## src/rtl/dkc_pkg.sv

```systemverilog
`default_nettype none
package dkc_pkg;

  localparam int MaxEntriesDef = 64;
  localparam int KeyBitsDef    = 32;

  // square root unit: radicand and root widths
  localparam int SqInW  = 48;
  localparam int SqOutW = 24;

  localparam logic [23:0] Q24Max = 24'hFFFFFF;

  typedef enum logic [1:0] {
    OP_ADD   = 2'd0,
    OP_EVAL  = 2'd1,
    OP_READ  = 2'd2,
    OP_CLEAR = 2'd3
  } op_e;

  typedef enum logic [2:0] {
    STAT_NEW     = 3'd0,
    STAT_DUP     = 3'd1,
    STAT_FULL    = 3'd2,
    STAT_STATS   = 3'd3,
    STAT_ENTRY   = 3'd4,
    STAT_CLEARED = 3'd5
  } status_e;

  typedef enum logic [3:0] {
    S_IDLE,
    S_SCAN,
    S_RDA,
    S_RDW,
    S_WALK,
    S_MUL1,
    S_MUL2,
    S_MDIV,
    S_VDIV,
    S_SQRT,
    S_NEXT,
    S_DONE
  } state_e;

endpackage
`default_nettype wire

```

## src/rtl/dkc_sqrt.sv

```systemverilog
`default_nettype none
// Digit-by-digit integer square root, one root bit per cycle.
module dkc_sqrt (
  input  wire logic                        clk_i,
  input  wire logic                        rst_ni,
  input  wire logic                        start_i,
  input  wire logic [dkc_pkg::SqInW-1:0]   rad_i,
  output logic                             done_o,
  output logic [dkc_pkg::SqOutW-1:0]       root_o
);

  localparam int OW   = dkc_pkg::SqOutW;
  localparam int IW   = dkc_pkg::SqInW;
  localparam int RW   = OW + 2;
  localparam int CntW = $clog2(OW + 1);

  logic            busy_q;
  logic            done_q;
  logic [CntW-1:0] cnt_q;
  logic [IW-1:0]   rad_q;
  logic [RW-1:0]   rem_q;
  logic [OW-1:0]   root_q;
  logic [RW+1:0]   rem_t;
  logic [RW+1:0]   trial;
  logic            take;

  assign rem_t = {rem_q, rad_q[IW-1:IW-2]};
  assign trial = (RW+2)'({root_q, 2'b01});
  assign take  = rem_t >= trial;

  always_ff @(posedge clk_i or negedge rst_ni) begin
    if (!rst_ni) begin
      busy_q <= 1'b0;
      done_q <= 1'b0;
      cnt_q  <= '0;
    end else begin
      done_q <= 1'b0;
      if (start_i && !busy_q) begin
        busy_q <= 1'b1;
        cnt_q  <= CntW'(OW);
      end else if (busy_q) begin
        cnt_q <= cnt_q - CntW'(1);
        if (cnt_q == CntW'(1)) begin
          busy_q <= 1'b0;
          done_q <= 1'b1;
        end
      end
    end
  end

  always_ff @(posedge clk_i) begin
    if (start_i && !busy_q) begin
      rad_q  <= rad_i;
      rem_q  <= '0;
      root_q <= '0;
    end else if (busy_q) begin
      rad_q  <= {rad_q[IW-3:0], 2'b00};
      rem_q  <= take ? RW'(rem_t - trial) : RW'(rem_t);
      root_q <= {root_q[OW-2:0], take};
    end
  end

  assign done_o = done_q;
  assign root_o = root_q;

endmodule
`default_nettype wire

```

## config.mk

```make
export PLATFORM = sky130hd
export DESIGN_NAME = dkc_sqrt
export DESIGN_NICKNAME = d
export VERILOG_FILES = /design/src/rtl/dkc_pkg.sv /design/src/rtl/dkc_sqrt.sv
export SDC_FILE = /design/constraint.sdc
export NUM_CORES = 1
export LEC_CHECK = 0
export ABC_AREA = 1
export BUFFER_PORTS_ARGS = -buffer_cell sky130_fd_sc_hd__buf_2
export CAP_MARGIN = 40
export CORE_ASPECT_RATIO = 0.6
export CORE_MARGIN = 4
export CORE_UTILIZATION = 49
export CTS_CLUSTER_SIZE = 28
export DETAILED_ROUTE_END_ITERATION = 8
export PLACE_DENSITY = 0.65
export SLEW_MARGIN = 20
export SYNTH_ARGS = -nofsm -noshare
export SYNTH_HDL_FRONTEND = slang
export SYNTH_SLANG_ARGS = --single-unit
```

## constraint.sdc

```tcl
create_clock -name clk_i -period 3 [get_ports clk_i]
set_input_delay 0.3 -clock clk_i [delete_from_list [all_inputs] [get_ports clk_i]]
set_output_delay 0.3 -clock clk_i [all_outputs]
set_load 0.01 [all_outputs]
```

; ---- Word level (Yosys, flattened, before mapping)
; Cells that the tools add are included.
[totals]
memories = 0
mem_bits_rw = 0
word_cells = 24
ff_bits = 105
rom_bits = 0
input_bits = 51
output_inout_bits = 25
latch_bits = 0
[classes]
n_reduce_logical = 3
n_addsub = 2
n_lt_le_gt_ge = 1
bitwise_logic = 0
n_mux = 11
n_shift = 0
n_mul = 0
n_eq_ne = 1
div = 0
[op_table]
columns = cell, count
row1 = 2-to-1 mux 48 bit, 2
row2 = greater-or-equal comparator 28 x 26 -> 1 bit, 1
row3 = 2-to-1 mux 26 bit, 1
row4 = subtractor 26 bit, 1
row5 = 2-to-1 mux 5 bit, 2
row6 = 2-to-1 mux 1 bit, 6
row7 = == test 5 x 1 -> 1 bit (second input constant), 1
row8 = subtractor 5 x 1 -> 5 bit (second input constant), 1
row9 = nonzero test 2 bit, 1
row10 = logical AND 1 bit, 1
row11 = logical NOT 1 bit, 1

; ---- Longest topological paths before layout
[depth]
ltp_word = 4
mapped_depth = 15
depth_no_buf = 15

; ---- Worst setup path before layout
; Ideal clock, no wire load.
[synth_path]
path_type = register to register
start = register busy_q
end = register rad_q[0], enable pin
required_ns = 2.569
period_less_slack_ns = 2.528
arrival_ns = 2.097
setup_ns = 0.431
stages_incl_launch_ff = 4
n_path_buf = 1
slack_ns = 0.472
cell_sequence = dfrtp_1 > nor2_1 > inv_1 > clkbuf_1
[synth_via]
elab_chain_cells = 3
[synth_lines]
columns = item, line
row1 = from (decl), dkc_sqrt.sv:17  ; logic busy_q;
row2 = from (signal assigned), dkc_sqrt.sv:33  ; busy_q <= 1'b0;
row3 = from (signal assigned), dkc_sqrt.sv:39  ; busy_q <= 1'b1;
row4 = from (signal assigned), dkc_sqrt.sv:44  ; busy_q <= 1'b0;
row5 = logical NOT 1 bit, dkc_sqrt.sv:52  ; if (start_i && !busy_q) begin
row6 = logical AND 1 bit, dkc_sqrt.sv:52
row7 = nonzero test 2 bit (no source line) (*), n/a
row8 = to (signal assigned), dkc_sqrt.sv:53  ; rad_q <= rad_i;
row9 = to (signal assigned), dkc_sqrt.sv:57  ; rad_q <= {rad_q[IW-3:0], 2'b00};
row10 = to (decl), dkc_sqrt.sv:20  ; logic [IW-1:0] rad_q;
; Every way passes the cells marked *; elsewhere a longest branch is shown, timed or not.
; A chain may end at the register's enable or synchronous reset.

; ---- Worst setup path in the final report
[layout_path]
start = register root_q[21] (netlist: root_o[21])
end = register rem_q[25]
[layout_via]
elab_chain_cells = 2
word_cells_on_any_way = 3
classes_between = 1 x add/sub / 1 x order compare / 1 x mux
[layout_lines]
columns = item, line
row1 = from (decl), dkc_sqrt.sv:22  ; logic [OW-1:0] root_q;
row2 = from (signal assigned), dkc_sqrt.sv:59  ; root_q <= {root_q[OW-2:0], take};
row3 = subtractor 26 bit or greater-or-equal comparator 28 x 26 -> 1 bit (tied branches), "dkc_sqrt.sv:58, dkc_sqrt.sv:29"
row4 = 2-to-1 mux 26 bit (*), dkc_sqrt.sv:58  ; rem_q <= take ? RW'(rem_t - trial) : RW'(rem_t);
row5 = to (signal assigned), dkc_sqrt.sv:58
row6 = to (decl), dkc_sqrt.sv:21  ; logic [RW-1:0] rem_q;
; Marked as above.

==> results.sh <==
export IMPL_outcome="completed"
export IMPL_n_antenna_cell=0
export IMPL_cts_root_buf="clkbuf_16"
export IMPL_cts_tree="yes"
export IMPL_drtAntennaViolNets=0
export IMPL_final_setup_viol_count=0
export IMPL_dieArea_mm2=0.0147
export IMPL_hold_viol=0
export IMPL_power_density_mw_per_mm2=1420
export IMPL_cpPeakStageDelay_ps=400
export IMPL_placed_cell_area_mm2=0.00681
export IMPL_place_hpwl_um=12300
export IMPL_cts_resized=0
export IMPL_synth_area_per_cell_um2=7.04
export IMPL_grt_overflow=0
export IMPL_first_pass_iters=5
export IMPL_grt_max_degree=57
export IMPL_critPathKind="reg -> reg"
export IMPL_ys_seq_area_share_pct=41.8
export IMPL_drt_iter0_markers=516
export IMPL_gp_congestion=0.930
export IMPL_crit_chain="inv_1 > ha_1 > nand2_1 > inv_1 > nand2_1 > nand2_1 > a21oi_1 > nand2_2 > nor2_4 > nand2_8 > nand2_1 > nand2_1 > nand2_1 > nand2_1"
export IMPL_cts_buffers=9
export IMPL_fmax_ghz=0.401
export IMPL_total_power_w=0.0101
export IMPL_rsz0062_at_grt="false"
export IMPL_io_pin_count=76
export IMPL_fill_cells=1230
export IMPL_hp_class="in -> reg"
export IMPL_layout_drive_gt1_share_pct=12.3
export IMPL_grt_pass1_wl_um=26600
export IMPL_endpoint_kind="flip-flop"
export IMPL_leakagePower_nw=3.83
export IMPL_antenna_found_initial=0
export IMPL_drv_cap=0
export IMPL_syn_to_final_growth_pct=14.0
export IMPL_synth_nets=968
export IMPL_grt_pass1_vias=5134
export IMPL_fin_crit_ps=2500
export IMPL_wl_um=16300
export IMPL_crit_family="simple AND/OR/NAND/NOR gates"
export IMPL_cp_arrival_ps=2750
export IMPL_async_flop_share_pct=6.67
export IMPL_clock_path_buffers=2
export IMPL_synth_seq_cells=105
export IMPL_worstPathRequired_ps=3250
export IMPL_port_buffers=75
export IMPL_cts_max_level=3
export IMPL_finalSetupTns_ps=0
export IMPL_finalCritPeriodShare_pct=83.2
export IMPL_clk_latency_ps=360
export IMPL_die_w_um=154
export IMPL_drc=0
export IMPL_nets=1039
export IMPL_synth_ff_type="dfxtp_1"
export IMPL_synth_cells=889
export IMPL_place_ws_ps=594
export IMPL_synth_distinct_cells=35
export IMPL_postLayoutSetupSlackWorst_ps=504
export IMPL_met1_length_um=8850
export IMPL_post_route_cell_area_mm2=0.00713
export IMPL_grt_usage_pct=22.8
export IMPL_clock_skew_ps=13.5
export IMPL_cp_num_buf_inv=2
export IMPL_route_met2_wl_um=5910
export IMPL_netlist_area_mm2=0.00625
export IMPL_startpoint_type="flip-flop"
export IMPL_final_cell_mix="nand2_1, inv_1, buf_2"
export IMPL_cts_clk_slew_worst_paths_ps=80
export IMPL_whs_ps=211
export IMPL_core_rowCount=31
export IMPL_wire_per_inst_um=14.4
export IMPL_synth_edff_count=48
export IMPL_final_common_cell="nand2_1"
export IMPL_vdd_ir_drop_max_uv=666
export IMPL_die_y_um=95.5
export IMPL_crit_top_cell="nand2_1"
export IMPL_numClockSinks=105
export IMPL_met3_length_um=1400
export IMPL_worst_path_max_delay_cell="ha_1"
export IMPL_initial_core_util_pct=51.0
export IMPL_final_max_slew_violation_count=0
export IMPL_core_mm2=0.0123
export IMPL_path_max_fanout=27
export IMPL_tightest_slew_ps=481
export IMPL_via_count=5667
export IMPL_relSlewSlack_pct=67.9
export IMPL_maxUsedRoutingLayer="met4"
export IMPL_viasPerCell=5.02
export IMPL_synth_warnings=0
[tightest hold or removal path: stages]
cell and delay, ps:
buf_2 70, nand2_1 40, nand2_1 50
[through the flow]
stage,utilization [%],std cells
2_1_floorplan,-,889
3_3_place_gp,55.6,1113
3_5_place_dp,55.6,1113
4_1_cts,58.2,1130
5_1_grt,58.2,1130
6_report,58.2,1130
[registers in the layout, summed over array words and instances (netlist names)]
register	flops
busy_q	1
cnt_q	5
done_o	1
rad_q	48
rem_q	26
root_o	24
[kinds of logic (layout without fill, tap and decap cells)]
family / count (synthesis) / after routing / share of synthesized area (%)
flip-flops: 105 / 105 / 41.8
AO/OA/AOI/OAI: 73 / 73 / 6.68
XOR/XNOR: 10 / 10 / 1.40
adder cells (fa/ha/maj): 28 / 28 / 5.60
buffers and inverters: 160 / 236 / 10.0
AND/OR/NAND/NOR: 513 / 513 / 34.5
[area by class of cell]
class                      count  area [um2]  area share, %
multi-input combinational    624        3020           42.4
inverter                     134         503           7.06
timing repair buffer          86         473           6.64
sequential                   105        2620           36.7
clock buffer                  10         239           3.35
tap                          165         206           2.90
clock inverter                 6        70.1          0.983
[timing repair]
item / in CTS / in global routing
endpoints found under the hold margin: 7 / 0
endpoints found under the setup margin: 0 / 0
hold buffers: 1 / 0
setup buffers: 0 / 0
[cell usage after synthesis, types with 2 or more instances]
cell,number,share of area [%]
nand2_1,373,22
inv_1,132,7.9
nand3_1,67,5.4
dfxtp_1,50,16
edfxtp_1,48,23
nor2_1,39,2.3
ha_1,28,5.6
o22ai_1,24,2.4
a21oi_1,19,1.5
clkbuf_1,17,1.0
o21ai_0,15,1.2
nand3b_1,11,1.3
xnor2_1,9,1.3
nand4_1,8,0.80
o21ai_1,8,0.64
dfrtp_1,7,2.8
buf_2,5,0.40
nand2_2,4,0.40
nor2_4,4,0.72
o21bai_1,4,0.48
buf_6,2,0.36
nor2_2,2,0.20
[final timing paths]
path                                         startpoint                endpoint  slack [ps]  depth (start not counted)
worst max-delay path            root_o[21]$_SDFFE_PP0P_  rem_q[25]$_SDFFE_PP0P_         500                         14
worst min register to register   rem_q[24]$_SDFFE_PP0P_  rem_q[24]$_SDFFE_PP0P_         460                          2
worst min-delay path                          rad_i[39]     rad_q[39]$_DFFE_PP_         210                          3
worst max register to register  root_o[21]$_SDFFE_PP0P_  rem_q[25]$_SDFFE_PP0P_         500                         14
min in group asynchronous                        rst_ni        done_o$_DFF_PN0_         290                          2
max in group asynchronous                        rst_ni    cnt_q[2]$_DFFE_PN0P_        2540                          2
[where the power goes]
group | internal (W) | switching (W)
combinational | 0.00220 | 0.00402
sequential | 0.00235 | 0.000318
clock | 0.000615 | 0.000610
total | 0.00516 | 0.00495
[routing by layer]
| layer | global-route usage [%] | vias up |
|---|---|---|
| met2 | 30.0 | 195 |
| met3 | 5.31 | 9 |
| met4 | 4.04 | 0 |
| li1 | - | 2946 |
| met1 | 37.0 | 2517 |
| met5 | 0 | - |
Note: power is estimated with default switching activity, not from simulation.
