[src/rtl/dkc_div.sv]
`default_nettype none
// Restoring divider, one quotient bit per cycle.
module dkc_div #(
  parameter int NUM_W = 62,
  parameter int DEN_W = 21
) (
  input  wire logic             clk_i,
  input  wire logic             rst_ni,
  input  wire logic             start_i,
  input  wire logic [NUM_W-1:0] num_i,
  input  wire logic [DEN_W-1:0] den_i,
  output logic                  done_o,
  output logic [NUM_W-1:0]      quo_o
);

  localparam int CntW = $clog2(NUM_W + 1);

  logic             busy_q;
  logic             done_q;
  logic [CntW-1:0]  cnt_q;
  logic [NUM_W-1:0] quo_q;
  logic [DEN_W-1:0] den_q;
  logic [DEN_W-1:0] rem_q;
  logic [DEN_W:0]   rem_t;
  logic             take;

  assign rem_t = {rem_q, quo_q[NUM_W-1]};
  assign take  = rem_t >= {1'b0, den_q};

  always_ff @(posedge clk_i or negedge rst_ni) begin
    if (!rst_ni) begin
      busy_q <= 1'b0;
      done_q <= 1'b0;
      cnt_q  <= '0;
    end else begin
      done_q <= 1'b0;
      if (start_i && !busy_q) begin
        busy_q <= 1'b1;
        cnt_q  <= CntW'(NUM_W);
      end else if (busy_q) begin
        cnt_q <= cnt_q - CntW'(1);
        if (cnt_q == CntW'(1)) begin
          busy_q <= 1'b0;
          done_q <= 1'b1;
        end
      end
    end
  end

  always_ff @(posedge clk_i) begin
    if (start_i && !busy_q) begin
      quo_q <= num_i;
      den_q <= den_i;
      rem_q <= '0;
    end else if (busy_q) begin
      quo_q <= {quo_q[NUM_W-2:0], take};
      rem_q <= take ? DEN_W'(rem_t - {1'b0, den_q}) : rem_t[DEN_W-1:0];
    end
  end

  assign done_o = done_q;
  assign quo_o  = quo_q;

endmodule
`default_nettype wire

[config.mk]
export PLATFORM = sky130hd
export DESIGN_NAME = dkc_div
export DESIGN_NICKNAME = d
export VERILOG_FILES = /design/src/rtl/dkc_div.sv
export SDC_FILE = /design/constraint.sdc
export NUM_CORES = 1
export LEC_CHECK = 0
export ABC_CLOCK_PERIOD_IN_PS = 5000
export BUFFER_PORTS_ARGS = -buffer_cell sky130_fd_sc_hd__buf_2
export CAP_MARGIN = 5
export CORE_MARGIN = 1.5
export CORE_UTILIZATION = 30
export DETAILED_ROUTE_END_ITERATION = 6
export HOLD_SLACK_MARGIN = 0.02
export SLEW_MARGIN = 25
export SYNTH_ARGS = -nofsm -noshare
export SYNTH_HDL_FRONTEND = slang
export SYNTH_SLANG_ARGS = --single-unit
[constraint.sdc]
create_clock -name clk_i -period 5 [get_ports clk_i]
set_clock_uncertainty 0.1 [all_clocks]
set_input_delay 0.25 -clock clk_i [delete_from_list [all_inputs] [get_ports clk_i]]
set_output_delay 0.25 -clock clk_i [all_outputs]
set_load 0.05 [all_outputs]
Word-level counts from Yosys, hierarchy flattened
Cells that the tools add are included.
{"block": "word_totals", "ff_bits": 112, "latch_bits": 0, "ramBits": 0, "mem_bits_ro": 0, "out_inout_bits": 63, "mem_count": 0}
{"block": "classes", "n_addsub": 2, "multipliers": 0, "div_mod_pow": 0, "order_cmp": 1, "n_eq_ne": 1, "n_shift": 0, "mux": 11, "bitwise": 0, "n_reduce_logical": 3}
{"cell": "$mux W62", "n": 2}
{"cell": "$ge A22 B21 Y1", "n": 1}
{"cell": "$mux W21", "n": 1}
{"cell": "$sub A21 B21 Y21", "n": 1}
{"cell": "$mux W6", "n": 2}
{"cell": "$eq A6 B1 Y1 const B", "n": 1}
{"cell": "$mux W1", "n": 6}
{"cell": "$sub A6 B1 Y6 const B", "n": 1}
{"cell": "$reduce_bool A2 Y1", "n": 1}
{"cell": "$logic_and A1 B1 Y1", "n": 1}
{"cell": "$logic_not A1 Y1", "n": 1}

Logic depth before layout (Yosys ltp)
Gate-level depths: netlist of run 1.
{"block": "depth", "ltp_word": 4, "depth_mapped": 13}

Least setup slack after synthesis of run 1
Ideal clock, no wire load.
{"block": "synth_timing", "path_type": "register to register", "start": "register quo_q[61] (netlist: quo_o[61])", "end": "register quo_q[0] (netlist: quo_o[0]), data pin", "setup_time_ps": 299, "arrival_ps": 2677, "t_required_ps": 4601, "setup_slack_ps": 1924, "stages_incl_launch_ff": 13, "n_path_buf": 2, "period_less_slack_ps": 3076, "path_cell_list": "edfxtp_1 inv_1 ha_1 inv_1 fa_1 a21o_1 a221o_2 nand3_4 a211oi_4 a21oi_4 buf_6 buf_4 mux2i_1"}
{"block": "synth_between", "elab_chain_cells": 3}
{"item": "start, declared", "line": "21", "text": "logic [NUM_W-1:0] quo_q;"}
{"item": "start signal, assigned", "line": "52", "text": "quo_q <= num_i;"}
{"item": "start signal, assigned", "line": "56", "text": "quo_q <= {quo_q[NUM_W-2:0], take};"}
{"item": "$ge A22 B21 Y1", "line": "28", "text": "assign take = rem_t >= {1'b0, den_q};"}
{"item": "$mux W62", "line": "55", "text": "end else if (busy_q) begin"}
{"item": "$mux W62", "line": "51", "text": "if (start_i && !busy_q) begin"}
No other way between the ends. The select of a mux whose other input is x is not followed.
A chain may end at the register's enable or synchronous reset.

Final worst setup path of run 1
{"block": "layout_timing", "start": "register quo_q[61] (netlist: quo_o[61])", "end": "register rem_q[12]"}
{"block": "layout_between", "elab_chain_cells": 2}
{"item": "$sub A21 B21 Y21 or $ge A22 B21 Y1 (tied branches)", "line": "57, 28"}
{"item": "$mux W21 *", "line": "57", "text": "rem_q <= take ? DEN_W'(rem_t - {1'b0, den_q}) : rem_t[DEN_W-1:0];"}
{"item": "end signal, assigned", "line": "57"}
{"item": "end, declared", "line": "23", "text": "logic [DEN_W-1:0] rem_q;"}
Mark *: on every way between the ends. The rest lies on a longest branch, timed or not.

==> results.toml, run 1 <==
[yosys]
synth-seq-cells = 112
yosysTopAreaCell = "edfxtp_1"
synth_most_common_cell = "edfxtp_1"
synthTopCellsByCount = "edfxtp_1 (83), mux2_2 (62), nand2_1 (33), inv_1 (28), a21oi_1 (25)"
ys_seq_area_share_pct = 55.35
synth_top_area_share_pct = 44.32
synth_nets = 562
synth_cell_types = 57
synth_cells = 452
synth_edf_count = 83
netlist_top_cells_area = "edfxtp_1 (44%), mux2_2 (12%), dfxtp_1 (7.5%)"
async_flop_share_pct = 7.143
yosys_warnings = 0
synth_area_mm2 = 0.005624
syn_area_per_cell_um2 = 12.44
synth_ff_type = "edfxtp_1"

[min_path]
min_delay_path_depth = 2
min_path_type = "primary input to register"
hp-start = "num_i[39]"
hold_end = "quo_o[39]"

[routing]
ant_nets = 0
wire_per_inst_um = 15.77
totalWireLength_um = 13370
avgViaCountPerCell = 4.868
drt_first_pass_iters = 4
drc = 0
drt_iter0_markers = 226
dr_total_vias = 4128

[grt]
grt_pass1_wl_um = 21820
grt_pass1_vias = 4277
track_usage_pct = 14.10
overflow = 0
antenna_found_initial = 0
grt_max_degree = 57

[power_and_ir_drop]
p_leak_nw = 2.882
totalPowerFinal_mw = 5.106
swShare_pct = 46.60
p_int_mw = 2.727
p_switching_mw = 2.379
seqPwrFrac_pct = 34.0
p_comb_share_pct = 52.5
power_frac_clock_pct = 13.5
ir_drop_v = 0.0004494
p_per_area_mw_per_mm2 = 720.7

[final_layout]
nNetsFinal = 725
synthToLayoutAreaGrowth_pct = 25.98
finalNonFillerCells = 848
fillers = 1838
antenna_cells = 0
layout-drive-gt1-share_pct = 38.29

[cts]
tritoncts = "built"
max-clock-path-buffers = 2
cts-buffers-inserted = 9
clkSlewWorstSetupHoldPaths_ns = 0.08
post_cts_buffers = 0
cts_num_sinks = 112
clk_root_buffer_cell = "clkbuf_16"
clock_latency_ns = 0.36
cts-htree-levels = 3

[timing]
maxSlewHeadroom_pct = 39.52
rsz0062_at_grt = "no"
final_max_slew_viol_count = 0
setup_violations = 0
post-route-period-util_pct = 68.16
min_period_ns = 3.408
tightest_slew_ns = 0.9053
hold_violations = 0
hold_slack_ns = 0.08856
max_freq_ghz = 0.2934
setup_tns_ns = 0
fin_ws_ns = 1.592

[critical_path]
crit_path_cell_trace = "inv_1, ha_1, inv_1, fa_1, a21o_1, a221o_2, nand3_4, a211oi_4, a21oi_4, mux2_2, a22o_1"
setup.worst_path.start = "quo_o[61]"
reg2reg_slack_ns = 1.59
cp_data_required_time_ns = 5.15
r2r_end = "rem_q[12]"
cp_slowest_cell = "a21oi_4"
critPathMaxStageDelay_ns = 0.70
crit_top_cell = "inv_1"
path_max_fanout = 32
crit_type = "register to register"
rr_worst_depth = 11
critPathCaptureType = "register"
arrival_ns = 3.56
crit_path_start_kind = "register"
timing.rr.start = "quo_o[61]"

[placed_design]
dp_hpwl_um = 9668
dp_cells = 811
portBuffers = 148
gp_congestion = 0.8359
pre_cts_slack_ns = 1.587

[floorplanning]
row_count = 49
start_util_pct = 30.99
die_y_um = 139.9
dieArea_mm2 = 0.01958
io_pins = 149
die_x_um = 139.9
core_area_mm2 = 0.01815

[job]
maxCapViolCount = 0

[run_status]
outcome = "finished clean"
==> cells by family (layout without fill, tap and decap cells) <==
family | after synthesis | in the layout | synth area share (%)
and+or+nand+nor | 91 | 91 | 8.031
AOI/OAI and AO/OA | 90 | 90 | 11.21
xor gates and xnor gates | 18 | 18 | 2.803
buffers and inverters | 50 | 217 | 3.760
DFF | 112 | 112 | 55.35
adders and majority gates | 24 | 24 | 5.473
muxes | 67 | 67 | 13.37
==> power by group through the flow <==
stage          clock network, mW  registers (mW)  logic [mW]
6_report                   0.688            1.74        2.68
5_1_grt                    0.741            1.80        2.88
4_1_cts                    0.709            1.74        2.69
3_5_place_dp                   0            1.75        2.67
3_3_place_gp                   0            1.74        2.64
2_1_floorplan                  0            2.61        1.23
==> cells in the final DEF, fill, tap and decap left out, types with 10 or more instances in the layout <==
master	netlist	routed
a21oi_1	25	25
buf_2	4	148
dfxtp_1	21	21
dlygate4sd3_1	0	22
edfxtp_1	83	83
ha_1	23	23
inv_1	28	27
mux2_2	62	62
nand2_1	33	33
nand3_1	13	13
nor2_1	16	16
xor2_1	10	10
==> area by class of cell <==
type / instances / area (um^2) / share of cell area [%]
clock buffer: 9 / 225.2 / 3.179
clock inverter: 6 / 45.04 / 0.6357
inverter: 28 / 105.1 / 1.483
multi-input combinational: 290 / 2307 / 32.56
sequential: 112 / 3113 / 43.93
tap: 229 / 286.5 / 4.044
timing repair buffer: 174 / 1003 / 14.16
==> per-layer routing <==
| layer | global-route usage, % | vias up | wire [um] |
|---|---|---|---|
| li1 | - | 2016 | - |
| met1 | 16.91 | 1957 | 5765 |
| met2 | 23.38 | 145 | 6241 |
| met3 | 6.051 | 10 | 1229 |
| met4 | 3.490 | 0 | 133 |
| met5 | 0 | - | 0 |
==> metrics by stage <==
step / util, % / instance area [um^2]
4_1_cts: 39.04 / 7086
3_3_place_gp: 36.34 / 6595
6_report: 39.04 / 7086
2_1_floorplan: - / 5624
5_1_grt: 39.04 / 7086
3_5_place_dp: 36.34 / 6595
==> state kept, by name (all words and copies together), names as in the netlist <==
register and count:
quo_o 62, den_q 21, rem_q 21, cnt_q 6, busy_q 1, done_o 1
==> how the worst max path moves through the flow <==
stage,endpoint,slack (ns),cells past startpoint
after floorplan,quo_o[0],1.92,12
after global placement,rem_q[12],1.64,11
after detailed placement,rem_q[12],1.59,11
after CTS,rem_q[12],1.57,11
after global routing,rem_q[12],1.37,11
final,rem_q[12],1.59,11
==> worst max-delay path: cells and delay by family, from the launching register on <==
family / cells / cell delay [ns]
fa+ha+maj: 2 / 0.55
flops: 1 / 0.39
buf+inv: 2 / 0.13
mux: 1 / 0.41
simple gates: 1 / 0.14
compound gates: 5 / 1.56
==> timing repair <==
action / in CTS / in global routing
hold buffers: 22 / 0
gates resized for setup: 0 / 0
endpoints found under the setup margin: 0 / 0
endpoints found under the hold margin: 29 / 0
(Power assumes the default switching activity.)
==> inputs of run 2 (changes only) <==
--- a/config.mk
+++ b/config.mk
@@ -5,7 +5,7 @@
 export SDC_FILE = /design/constraint.sdc
 export NUM_CORES = 1
 export LEC_CHECK = 0
-export ABC_CLOCK_PERIOD_IN_PS = 5000
+export ABC_CLOCK_PERIOD_IN_PS = 2900
 export BUFFER_PORTS_ARGS = -buffer_cell sky130_fd_sc_hd__buf_2
 export CAP_MARGIN = 5
 export CORE_MARGIN = 1.5
==> constraint.sdc (replaced) <==
create_clock -name clk_i -period 2.9 [get_ports clk_i]
set_clock_uncertainty 0.1 [all_clocks]
set_input_delay 0.145 -clock clk_i [delete_from_list [all_inputs] [get_ports clk_i]]
set_output_delay 0.145 -clock clk_i [all_outputs]
set_load 0.05 [all_outputs]
==> run 2 against run 1 <==
The flow now finishes with violations (design-rule violations); die area stayed put; via count is 8.1% higher; design area is 11% higher; wire length is 10% higher; core utilization is 4.3 points higher; first-iteration DRC count is 0.88% higher; clock power is 85% higher; worst hold slack worse by 0.055 ns; critical endpoint is now rem_q[9].
==> results.toml, run 2 (synthesis gave the netlist of run 1 again) <==
[run_status]
outcome = "complete, but fails checks"
violations = "design-rule violations"

[cts]
cts_num_sinks = 112
clock_latency_ns = 0.36
cts-buffers-inserted = 9
max-clock-path-buffers = 2
clk_root_buffer_cell = "clkbuf_16"
cts-htree-levels = 3
tritoncts = "built"
clkSlewWorstSetupHoldPaths_ns = 0.08

[routing]
avgViaCountPerCell = 4.836
drt_iter0_markers = 228
wire_per_inst_um = 15.94
drt_first_pass_iters = 6
dr_total_vias = 4464
totalWireLength_um = 14720
ant_nets = 0
drc = 2

[floorplanning]
io_pins = 149
row_count = 49
die_x_um = 139.9
die_y_um = 139.9
start_util_pct = 30.99
core_area_mm2 = 0.01815
dieArea_mm2 = 0.01958

[timing]
maxSlewHeadroom_pct = 65.66
rsz0062_at_grt = "no"
hold_violations = 0
min_period_ns = 2.775
fin_ws_ns = 0.1253
hold_slack_ns = 0.03337
post-route-period-util_pct = 95.68
tightest_slew_ns = 0.5087
setup_violations = 0
final_max_slew_viol_count = 0
max_freq_ghz = 0.3604
setup_tns_ns = 0

[final_layout]
finalCoreUtilization_pct = 43.37
layout-drive-gt1-share_pct = 36.74
layout_commonest_cell = "buf_2"
fillers = 1692
synthToLayoutAreaGrowth_pct = 39.96
layout_common_cells = "buf_2 (148), edfxtp_1 (83), dlygate4sd3_1 (83)"
nNetsFinal = 799
antenna_cells = 0
largest_reg_flops = 62

[critical_path]
crit_type = "register to register"
arrival_ns = 2.93
path_max_fanout = 4
cp_data_required_time_ns = 3.05
crit_path_start_kind = "register"
critPathCaptureType = "register"

[power_and_ir_drop]
ir_drop_v = 0.0009509
p_leak_nw = 3.224
p_per_area_mw_per_mm2 = 1169
totalPowerFinal_mw = 9.201

[placed_design]
pre_cts_slack_ns = -0.003072
gp_congestion = 0.8903
portBuffers = 148
dp_hpwl_um = 9787

[grt]
track_usage_pct = 15.23
overflow = 0
antenna_found_initial = 0
grt_pass1_wl_um = 23740
grt_max_degree = 72
grt_pass1_vias = 4708

[job]
maxCapViolCount = 0

[min_path]
min_path_type = "primary input to register"
run 2: final cells by class:
class                      instances  area (um^2)  share of cell area (%)
clock buffer                       9        225.2                   2.861
clock inverter                     7        71.32                  0.9061
inverter                          28        105.1                   1.335
multi-input combinational        290         2333                   29.65
sequential                       112         3113                   39.55
tap                              229        286.5                   3.640
timing repair buffer             248         1737                   22.06
run 2: layer usage:
| metal | vias to the layer above | track usage (%) | wire, um |
|---|---|---|---|
| li1 | 2164 | - | - |
| met1 | 2128 | 18.82 | 6182 |
| met2 | 160 | 25.71 | 7187 |
| met3 | 12 | 5.094 | 1150 |
| met4 | 0 | 3.767 | 196 |
| met5 | - | 0 | 0 |
run 2: power by group:
group	total (mW)	internal, mW	switching [mW]	leakage [nW]
logic	4.93	1.77	3.16	1.98
clock network	1.27	0.613	0.654	0.146
registers	3.01	2.56	0.450	1.09
total	9.20	4.94	4.26	3.22
run 2: repair_timing:
action | in CTS | in global routing
buffers inserted | 2 | 1
pin swaps | 1 | 3
endpoints found under the setup margin | 1 | 15
hold buffers | 83 | 0
hold endpoints to repair | 90 | 0
resized for setup | 0 | 3
run 2: final timing paths:
| path | from | to | slack (ns) | depth (start not counted) |
|---|---|---|---|---|
| min in group asynchronous | rst_ni | cnt_q[2] | 0.05 | 2 |
| max | quo_o[61] | rem_q[9] | 0.13 | 12 |
| min reg2reg | cnt_q[5] | cnt_q[5] | 0.39 | 1 |
| max in group asynchronous | rst_ni | busy_q | 2.47 | 2 |
| max reg2reg | quo_o[61] | rem_q[9] | 0.13 | 12 |
| min | start_i | rem_q[7] | 0.03 | 2 |
run 2: worst max-delay path, stage by stage, from the launching register on:
cell      delay, ns
edfxtp_1       0.40
inv_2          0.09
ha_4           0.14
inv_2          0.03
fa_2           0.34
a21o_1         0.18
a221o_2        0.37
nand3_4        0.12
a211oi_4       0.08
a21oi_4        0.20
buf_12         0.13
mux2_1         0.31
a22o_1         0.18
run 2: through the flow:
stage	cells	area, um^2
2_1_floorplan	452	5633
3_3_place_gp	821	6688
3_5_place_dp	821	6688
4_1_cts	922	7843
5_1_grt	923	7871
6_report	923	7871
